$ cat src/design/fbfla_pkg.sv
// Package with the item types, codes and defaults of the block free-list allocator.
package fbfla_pkg;

   localparam int NumBlocksDefault = 256;

   localparam logic [1:0] CMD_ALLOC  = 2'd0;
   localparam logic [1:0] CMD_FREE   = 2'd1;
   localparam logic [1:0] CMD_REINIT = 2'd2;

   localparam logic [1:0] STAT_OK    = 2'd0;
   localparam logic [1:0] STAT_EMPTY = 2'd1;
   localparam logic [1:0] STAT_RANGE = 2'd2;

   localparam logic [8:0] BlockCountReset = 9'd256;
   localparam logic [8:0] FreeCountMax    = 9'h1FF;

   typedef struct packed {
      logic [1:0] command;
      logic [7:0] block_index;
   } req_item_type;

   typedef struct packed {
      logic [1:0] status;
      logic [7:0] granted_index;
      logic [8:0] free_count;
   } rsp_item_type;

endpackage

$ cat src/design/fixed_block_free_list_allocator_core.sv
// Block free-list allocator: hands out block indexes from a LIFO free list kept as a linked
// list in a next-link RAM, and gives never-used blocks from a fresh counter once the list is
// empty. Every request item (allocate, free, reinitialize) yields one result item with a
// status and the free count. An item goes through an accept step, in which a free writes
// its link and an allocate reads the successor of the list head, and a finish step, in
// which the RAM read data becomes the new head and the result moves to the output register
// once that register is empty or being read. No new item is accepted until the finish step
// is done, but the output register lets the next item be accepted while a result still waits.
// block_count is used live and is loaded into the free count at reset and on reinitialize.
module fixed_block_free_list_allocator_core
   import fbfla_pkg::*;
#(
   parameter int NUM_BLOCKS = NumBlocksDefault
) (
   input  logic         clock,
   input  logic         reset,
   input  logic         req_valid,
   output logic         req_ready,
   input  req_item_type req_item,
   output logic         rsp_valid,
   input  logic         rsp_ready,
   output rsp_item_type rsp_item,
   input  logic         csr_wr_en,
   input  logic [8:0]   csr_wr_data
);

   localparam int IdxW  = $clog2(NUM_BLOCKS);
   localparam int HeadW = $clog2(NUM_BLOCKS + 1);
   localparam int CmpW  = (HeadW > 9) ? HeadW : 9;
   localparam logic [HeadW-1:0] HeadEmpty = HeadW'(NUM_BLOCKS);

   typedef enum logic [1:0] {
      S_IDLE   = 2'b01,
      S_FINISH = 2'b10
   } state_type;

   state_type        state_ff, state_in;
   logic [8:0]       block_count_ff;
   logic [HeadW-1:0] head_ff, head_in;
   logic [HeadW-1:0] fresh_ff, fresh_in;
   logic [8:0]       total_ff, total_in;
   logic             pop_ff, pop_in;
   rsp_item_type     res_ff, res_in;
   logic             rsp_valid_ff, rsp_valid_in;
   rsp_item_type     rsp_item_ff, rsp_item_in;

   logic             ram_wr_en;
   logic [IdxW-1:0]  ram_wr_addr;
   logic             ram_rd_en;
   logic [HeadW-1:0] ram_rd_data;

   logic [CmpW-1:0]  eff_count;
   logic [CmpW-1:0]  count_ext;
   logic             list_nonempty;
   logic             fresh_avail;
   logic             idx_ok;
   logic [8:0]       total_dec;
   logic [8:0]       total_inc;
   logic             accept;
   logic             slot_free;

   // Effective pool size: the register limited to the RAM depth.
   assign count_ext     = CmpW'(block_count_ff);
   assign eff_count     = (count_ext > CmpW'(NUM_BLOCKS)) ? CmpW'(NUM_BLOCKS) : count_ext;
   assign list_nonempty = (head_ff != HeadEmpty);
   assign fresh_avail   = (CmpW'(fresh_ff) < eff_count);
   assign idx_ok        = (CmpW'(req_item.block_index) < eff_count);
   assign total_dec     = (total_ff == 9'd0) ? total_ff : total_ff - 9'd1;
   assign total_inc     = (total_ff == FreeCountMax) ? total_ff : total_ff + 9'd1;

   assign req_ready = (state_ff == S_IDLE);
   assign accept    = req_valid && req_ready;
   assign slot_free = !rsp_valid_ff || rsp_ready;

   assign ram_wr_addr = IdxW'(req_item.block_index);

   always_comb begin
      state_in     = state_ff;
      head_in      = head_ff;
      fresh_in     = fresh_ff;
      total_in     = total_ff;
      pop_in       = pop_ff;
      res_in       = res_ff;
      rsp_valid_in = rsp_valid_ff && !rsp_ready;
      rsp_item_in  = rsp_item_ff;
      ram_wr_en    = 1'b0;
      ram_rd_en    = 1'b0;

      unique case (state_ff)
         S_IDLE: begin
            if (accept) begin
               pop_in               = 1'b0;
               res_in.status        = STAT_OK;
               res_in.granted_index = 8'd0;
               case (req_item.command)
                  CMD_ALLOC: begin
                     if (list_nonempty) begin
                        res_in.granted_index = 8'(head_ff);
                        ram_rd_en            = 1'b1;
                        pop_in               = 1'b1;
                        total_in             = total_dec;
                     end else if (fresh_avail) begin
                        res_in.granted_index = 8'(fresh_ff);
                        fresh_in             = fresh_ff + HeadW'(1);
                        total_in             = total_dec;
                     end else begin
                        res_in.status = STAT_EMPTY;
                     end
                  end
                  CMD_FREE: begin
                     if (idx_ok) begin
                        ram_wr_en = 1'b1;
                        head_in   = HeadW'(req_item.block_index);
                        total_in  = total_inc;
                     end else begin
                        res_in.status = STAT_RANGE;
                     end
                  end
                  CMD_REINIT: begin
                     head_in  = HeadEmpty;
                     fresh_in = '0;
                     total_in = 9'(eff_count);
                  end
                  default: begin
                  end
               endcase
               res_in.free_count = total_in;
               state_in          = S_FINISH;
            end
         end
         S_FINISH: begin
            // The popped head's successor arrives from the RAM in this cycle.
            if (pop_ff) begin
               head_in = ram_rd_data;
               pop_in  = 1'b0;
            end
            if (slot_free) begin
               rsp_valid_in = 1'b1;
               rsp_item_in  = res_ff;
               state_in     = S_IDLE;
            end
         end
         default: begin
            state_in = S_IDLE;
         end
      endcase
   end

   always_ff @(posedge clock) begin
      if (reset) begin
         state_ff       <= S_IDLE;
         block_count_ff <= BlockCountReset;
         head_ff        <= HeadEmpty;
         fresh_ff       <= '0;
         total_ff       <= 9'(BlockCountReset > 9'(NUM_BLOCKS) && NUM_BLOCKS < 512 ?
                              9'(NUM_BLOCKS) : BlockCountReset);
         pop_ff         <= 1'b0;
         rsp_valid_ff   <= 1'b0;
      end else begin
         state_ff     <= state_in;
         head_ff      <= head_in;
         fresh_ff     <= fresh_in;
         total_ff     <= total_in;
         pop_ff       <= pop_in;
         rsp_valid_ff <= rsp_valid_in;
         if (csr_wr_en) begin
            block_count_ff <= csr_wr_data;
         end
      end
   end

   always_ff @(posedge clock) begin
      res_ff      <= res_in;
      rsp_item_ff <= rsp_item_in;
   end

   fbfla_ram #(
      .Width (HeadW),
      .Depth (NUM_BLOCKS)
   ) u_link_ram (
      .clock   (clock),
      .wr_en   (ram_wr_en),
      .wr_addr (ram_wr_addr),
      .wr_data (head_ff),
      .rd_en   (ram_rd_en),
      .rd_addr (head_ff[IdxW-1:0]),
      .rd_data (ram_rd_data)
   );

   assign rsp_valid = rsp_valid_ff;
   assign rsp_item  = rsp_item_ff;

endmodule

$ cat src/design/fbfla_ram.sv
// Generic single-port-write, single-port-read RAM with a registered read.
module fbfla_ram #(
   parameter int Width = 8,
   parameter int Depth = 256
) (
   input  logic                     clock,
   input  logic                     wr_en,
   input  logic [$clog2(Depth)-1:0] wr_addr,
   input  logic [Width-1:0]         wr_data,
   input  logic                     rd_en,
   input  logic [$clog2(Depth)-1:0] rd_addr,
   output logic [Width-1:0]         rd_data
);

   logic [Width-1:0] mem [Depth];
   logic [Width-1:0] rd_data_ff;

   always_ff @(posedge clock) begin
      if (wr_en) begin
         mem[wr_addr] <= wr_data;
      end
      if (rd_en) begin
         rd_data_ff <= mem[rd_addr];
      end
   end

   assign rd_data = rd_data_ff;

endmodule

$ cat config.mk
export PLATFORM = sky130hd
export DESIGN_NAME = fixed_block_free_list_allocator_core
export DESIGN_NICKNAME = d
export VERILOG_FILES = /design/src/design/fbfla_pkg.sv /design/src/design/fixed_block_free_list_allocator_core.sv /design/src/design/fbfla_ram.sv
export SDC_FILE = /design/constraint.sdc
export NUM_CORES = 2
export LEC_CHECK = 0
export ABC_AREA = 1
export BUFFER_PORTS_ARGS = -buffer_cell sky130_fd_sc_hd__buf_4
export CAP_MARGIN = 25
export CORE_MARGIN = 5
export CORE_UTILIZATION = 60
export CTS_CLUSTER_SIZE = 12
export DETAILED_ROUTE_END_ITERATION = 16
export PLACE_DENSITY_LB_ADDON = 0.05
export SLEW_MARGIN = 20
export SYNTH_ARGS = -nofsm -noshare
export SYNTH_HDL_FRONTEND = slang
export SYNTH_HIERARCHICAL = 1
export SYNTH_SLANG_ARGS = --single-unit
$ cat constraint.sdc
create_clock -name clock -period 9.05 [get_ports clock]
set_input_delay 0.4525 -clock clock [delete_from_list [all_inputs] [get_ports clock]]
set_output_delay 0.4525 -clock clock [all_outputs]
set_load 0.05 [all_outputs]
After elaboration in Yosys (flattened, before gate mapping)
Memory sizes are Yosys's and may differ from the RTL's. A register that Yosys moved wholly into a read port is not among the register bits.
Cells that the tools add are included.

word-level totals
  memory bits (writable) = 2304
  memories kept = 1
  register bits = 78
  input bits = 24
  word-level logic and storage cells = 86
  output and inout bits = 21

cells by class
  magnitude comparators = 3
  reduce and logical (&&, ||, !) cells = 15
  $add $sub $neg = 3
  muxes and demuxes = 38
  eq/ne operators = 13

memories
  name            words  bits a word  read ports  clocked after memory_dff  write ports  line             text
  u_link_ram.mem  256    9            1           1                         1            fbfla_ram.sv:15  logic [Width-1:0] mem [Depth];

operator list
  operator             number
  $mux 9               11
  $pmux 9 s2           3
  $pmux 9 s3           1
  $add 9x1->9 const B  2
  $mux 8               2
  $mux 1               14
  $reduce_and 5->1     2
  $eq 9x9->1 const B   1
  $gt 9x9->1 const B   1
  $logic_not 9->1      1
  $lt 8x9->1           1
  $lt 9x9->1           1
  $ne 9x9->1 const B   1
  $sub 9x1->9 const B  1
  $mux 2               4
  $ne 2x2->1 const B   4
  $pmux 2 s2           2
  $reduce_and 2->1     4
  $eq 2x1->1 const B   2
  $eq 2x2->1 const B   2
  $reduce_bool 2->1    2
  $ne 3x1->1 const B   1
  $ne 3x3->1 const B   1
  $logic_and 1x1->1    2
  5 further kinds      6

Depth between registers and ports, before layout
  depth after elaboration = 9
  mapped depth = 19
  mapped depth without buffers = 18

By module
Netlist, hierarchy kept.

modules (own cells, without submodules)
  module                                cells an instance  seq. area each (µm²)  area each (µm²)  instances
  fbfla_ram                             7826               69456.6               93609.8          1
  fixed_block_free_list_allocator_core  565                1941.9                4357.9           1

Worst setup path before layout
Ideal clock, no wire load.

  kind = flip-flop to flip-flop
  from = register head_ff[3]
  to = register u_link_ram.rd_data_ff[2] (netlist: u_link_ram/rd_data[2]) (read register of u_link_ram.mem) (data pin)
  slack = 3.698 ns
  arrival time = 5.099 ns
  stages on the path, launching flop included = 11
  data required time = 8.797 ns
  period minus slack after synthesis = 5.352 ns
  setup time = 0.253 ns
  buffers on the path = 3
  path through = dfxtp_1 -> buf_2 -> buf_1 -> clkbuf_1 -> nand3_1 -> nand3_1 -> nand3_1 -> nand3_1 -> nand2_1 -> nand2_1 -> nand2_1

on the way
  longest elaborated chain between the ends = 5

ends and longest elaborated chain
  item                    line                                         text
  start, declared         fixed_block_free_list_allocator_core.sv:39   logic [HeadW-1:0] head_ff, head_in;
  start signal, assigned  fixed_block_free_list_allocator_core.sv:153  head_ff <= HeadEmpty;
  start signal, assigned  fixed_block_free_list_allocator_core.sv:161  head_ff <= head_in;
  $ne 9x9->1              fixed_block_free_list_allocator_core.sv:65   assign list_nonempty = (head_ff != HeadEmpty);
  $mux 1                  fixed_block_free_list_allocator_core.sv:97   if (list_nonempty) begin
  $mux 1                  fixed_block_free_list_allocator_core.sv:95   case (req_item.command)
  $mux 1                  fixed_block_free_list_allocator_core.sv:91   if (accept) begin
  $mux 1                  fixed_block_free_list_allocator_core.sv:89   unique case (state_ff)
  end, declared           fbfla_ram.sv:16                              logic [Width-1:0] rd_data_ff;

Parallel ways exist; a longest one is shown, timed or not.
A chain may end at the register's enable or synchronous reset.

Final worst setup path
  from = register block_count_ff[2]
  to = memory u_link_ram/mem[158][5] (netlist bit), enable pin

on the way
  longest elaborated chain between the ends = 9

ends and longest elaborated chain
  item                              line                                         text
  start, declared                   fixed_block_free_list_allocator_core.sv:38   logic [8:0] block_count_ff;
  start signal, assigned            fixed_block_free_list_allocator_core.sv:152  block_count_ff <= BlockCountReset;
  start signal, assigned            fixed_block_free_list_allocator_core.sv:167  block_count_ff <= csr_wr_data;
  $gt 9x9->1                        fixed_block_free_list_allocator_core.sv:64   assign eff_count = (count_ext > CmpW'(NUM_BLOCKS)) ? CmpW'(NUM_BLOCKS) : count_ext;
  $mux 9 (*)                        fixed_block_free_list_allocator_core.sv:64
  $lt 8x9->1 (*)                    fixed_block_free_list_allocator_core.sv:67   assign idx_ok = (CmpW'(req_item.block_index) < eff_count);
  $mux 1 (*)                        fixed_block_free_list_allocator_core.sv:111  if (idx_ok) begin
  $mux 1 (*)                        fixed_block_free_list_allocator_core.sv:95
  $mux 1 (*)                        fixed_block_free_list_allocator_core.sv:91
  $mux 1 (*)                        fixed_block_free_list_allocator_core.sv:89
  named net ram_wr_en               fixed_block_free_list_allocator_core.sv:47   logic ram_wr_en;
  $mux 1 (*)                        fbfla_ram.sv:19                              if (wr_en) begin
  $mux 1 (implied by the code) (*)  fbfla_ram.sv:20                              mem[wr_addr] <= wr_data;
  end, declared                     fbfla_ram.sv:15

Mark *: on every way through the listed nets, which the timed path passes. The rest lies on a longest branch.

==> results.ini <==
[critical_path]
required_ps=9510
crit-reg2reg-launch=block_count_ff[2]$_SDFFE_PP0P_
cp_slowest_stage_delay_ps=910
path_buf_inv=1
crit_type=reg -> reg
r2r_slack_ps=3610
r2r-end=u_link_ram/mem[158][5]$_DFFE_PP_
critical-path-top-delay-family=simple AND/OR/NAND/NOR gates
crit_chain=nor2_1 -> nand2_1 -> o21ai_2 -> nand2_1 -> ha_1 -> a21oi_1 -> o21ai_0 -> a21oi_1 -> nand3_1 -> nor2_2 -> buf_4 -> nand3_1 -> nor2_1
arrival_ps=5900
cp-end-kind=flop
r2r_cells=13
path_max_fanout=20
cp-start-kind=flop
worst_path_max_delay_cell=nor2_1

[route]
wl_per_cell_um=24.71
drtIter0Drc=8533
drc=0
via_count=64690
ant_nets=0
drt_pass1_iterations=8
drt_wl_total_um=261300
viasPerCell=6.116

[synth]
synth-seq-cells=2391
synthMuxAreaShare_pct=0
synthTopCellsByArea=edfxtp_1, nand3_1, nand2_1, buf_2, nor2_1
syn-num-nets=8435
synth_top_family_by_area=simple AND/OR/NAND/NOR gates
synth_ff_type=edfxtp_1
yosys.cell_count.top_type=nand2_1
yosysTopAreaCell=edfxtp_1
synth-simple-area-share_pct=23.09
synthXorXnorAreaFrac_pct=0.07152
async_flop_share_pct=0
synthAdderAreaFrac_pct=0.2554
yosysUniqueCellTypes=35
syn_area_mm2=0.09797
synth_enable_flop_cells=2351
yosys-top-cells-count=nand2_1, edfxtp_1, nand3_1, nor2_1, buf_2
synth_seq_area_share_pct=72.88
netlist.area_leader.share_pct=72.06
ys_warn_count=6
synth.avg_cell_area_um2=11.68
synth_compound_area_share_pct=0.5147
synth_cells=8391

[placement]
io_buffer_count=44
globalplace.congestion=0.9106
dp_slack_ps=3711
hpwl_um=152600

[power_and_ir_drop]
p_int_mw=19.71
finalPower_mw=29.35
p_sw_mw=9.640
power.leakage_nw=37.18
pwr-share-comb_pct=24.2
pwr-share-seq_pct=45.5
clockPowerShare_pct=30.3
p_sw_share_pct=32.85
ir_drop_mv=0.2949
powerDensity_mw_per_mm2=275.6

[cells_and_area]
nets=8290
fin_util_pct=65.49
syn_to_final_growth_pct=8.687
multiInputGateArea_mm2=0.02347
regArea_mm2=0.07143
drive_above_1_share_pct=5.382
fillers=12360

[timing]
rsz0062_at_grt=false
fmax_ghz=0.1838
setup_viol=0
worstMarginPinSlew_ps=1204
finalSetupTns_ps=0
fin_worst_skew_ps=26.27
fin_crit_ps=5439
slew_viol_final=0
period_share_pct=60.10
hold_viol=0
whs_ps=59.98
slew_headroom_pct=19.76
finalWorstSetupSlack_ps=3611

[global_routing]
grt_usage_pct=29.93
grt_max_degree=230
grt_pass1_wl_um=388000
gr-total-overflow=0
antenna_found_initial=7
grt_pass1_vias=61550

[clock_network]
numCtsBuffers=236
cts_tree=yes
cts_sinks=2391
cts_resized=0
cts.htree.levels=4
clockRootBuffer=clkbuf_16
clk_latency_ps=850
clockBufferDepth=3
cts.clk_slew.worst_paths_ps=60

[floorplan]
core-area_mm2=0.1626
dieArea_mm2=0.1715
dieHeight_um=414.1
start_util_pct=60.26
rows=148
pin_count=45
die_w_um=414.1

[worst_hold_path]
worstHoldPathType=in -> reg
hold_end=head_ff[1]$_SDFFE_PP0P_
min-delay-start=req_item[1]
whs_path_depth=3

[job]
cap_violations=0

[status]
status=completed

==> what timing repair did <==
| action | 4_1_cts | 5_1_grt |
|---|---|---|
| endpoints found under the hold margin | 24 | 0 |
| hold buffers | 31 | 0 |
| setup buffers | 0 | 0 |
==> worst max path at each step <==
stage	start	end	slack, ps	depth (start not counted)
floorplan	head_ff[3]$_SDFFE_PP0P_	u_link_ram/rd_data[2]$_DFFE_PP_	3700	10
global placement	block_count_ff[2]$_SDFFE_PP0P_	u_link_ram/mem[158][4]$_DFFE_PP_	3690	13
detailed placement	block_count_ff[2]$_SDFFE_PP0P_	u_link_ram/mem[158][5]$_DFFE_PP_	3710	13
CTS	block_count_ff[2]$_SDFFE_PP0P_	u_link_ram/mem[158][5]$_DFFE_PP_	3680	13
global route	block_count_ff[0]$_SDFFE_PP0P_	u_link_ram/mem[158][5]$_DFFE_PP_	3260	13
finish	block_count_ff[2]$_SDFFE_PP0P_	u_link_ram/mem[158][5]$_DFFE_PP_	3610	13
==> power groups by stage <==
stage                     sequential, mW  combinational (mW)  clock [mW]
final                               13.3                7.11        8.90
after global placement              13.6                6.91           0
after CTS                           13.3                6.99        9.03
after detailed placement            13.6                6.96           0
after floorplan                     14.0                4.16           0
after global routing                13.4                7.66        9.51
==> logic make-up after synthesis <==
group	count (synthesis)
adder cells (fa/ha/maj)	20
buffers and inverters	661
XOR/XNOR	8
AO/OA/AOI/OAI	92
AND/OR/NAND/NOR	5219
flip-flops	2391
==> flip-flops by register name, summed over array words and instances (netlist names), 2 cells and up <==
register,count
u_link_ram/mem,2304
res_ff,19
rsp_item,19
block_count_ff,9
fresh_ff,9
head_ff,9
total_ff,9
u_link_ram/rd_data,9
state_ff,2
==> cells in the final DEF, fill, tap and decap left out, types with 2 or more instances in the layout <==
| cell type | instances |
|---|---|
| a21boi_0 | 2 |
| a21oi_1 | 41 |
| a22oi_1 | 7 |
| buf_12 | 13 |
| buf_4 | 124 |
| bufinv_16 | 7 |
| clkbuf_1 | 68 |
| clkbuf_16 | 238 |
| clkinv_1 | 52 |
| clkinv_2 | 18 |
| clkinv_8 | 2 |
| dfxtp_1 | 31 |
| dfxtp_4 | 9 |
| diode_2 | 3 |
| dlygate4sd3_1 | 31 |
| edfxtp_1 | 2351 |
| ha_1 | 20 |
| inv_1 | 95 |
| inv_16 | 4 |
| inv_2 | 3 |
| inv_6 | 9 |
| nand2_1 | 2499 |
| nand2_2 | 10 |
| nand2_4 | 2 |
| nand3_1 | 2344 |
| nand4_1 | 15 |
| nor2_1 | 329 |
| nor2_2 | 7 |
| nor3_1 | 8 |
| nor4_1 | 2 |
| o211ai_1 | 2 |
| o21ai_0 | 31 |
| o22ai_1 | 4 |
| or3_1 | 2 |
| xor2_1 | 8 |
==> area by class of cell <==
class,count,area share [%]
multi-input cells,5339,22.04
well taps,2175,2.556
clock buffers,306,5.833
diodes,3,0.007050
clock inverters,84,0.6063
inverters,108,0.4230
repair buffers,170,1.447
flip-flops and latches,2391,67.09
==> metal layers <==
| metal | vias to the layer above | part of all wire, % | global-route usage (%) | routed length, um |
|---|---|---|---|---|
| li1 | 29430 | - | - | - |
| met1 | 31480 | 40 | 42.36 | 104300 |
| met4 | 4 | 3.6 | 10.35 | 9448 |
| met2 | 3243 | 47 | 46.88 | 121800 |
| met3 | 527 | 9.8 | 6.320 | 25700 |
| met5 | - | 0.0099 | 0 | 26 |
==> metrics by stage <==
step | area, um2 | instances
3_5_place_dp | 99260 | 10150
4_1_cts | 106400 | 10570
6_report | 106500 | 10580
2_1_floorplan | 97970 | 8391
3_3_place_gp | 99260 | 10150
5_1_grt | 106500 | 10570
==> worst register-to-register path: stages, from the launching register on <==
cell	delay, ps
dfxtp_1	340
nor2_1	130
nand2_1	80
o21ai_2	390
nand2_1	170
ha_1	330
a21oi_1	140
o21ai_0	120
a21oi_1	730
nand3_1	380
nor2_2	170
buf_4	370
nand3_1	800
nor2_1	920
Power figures use the tool's default switching activity.
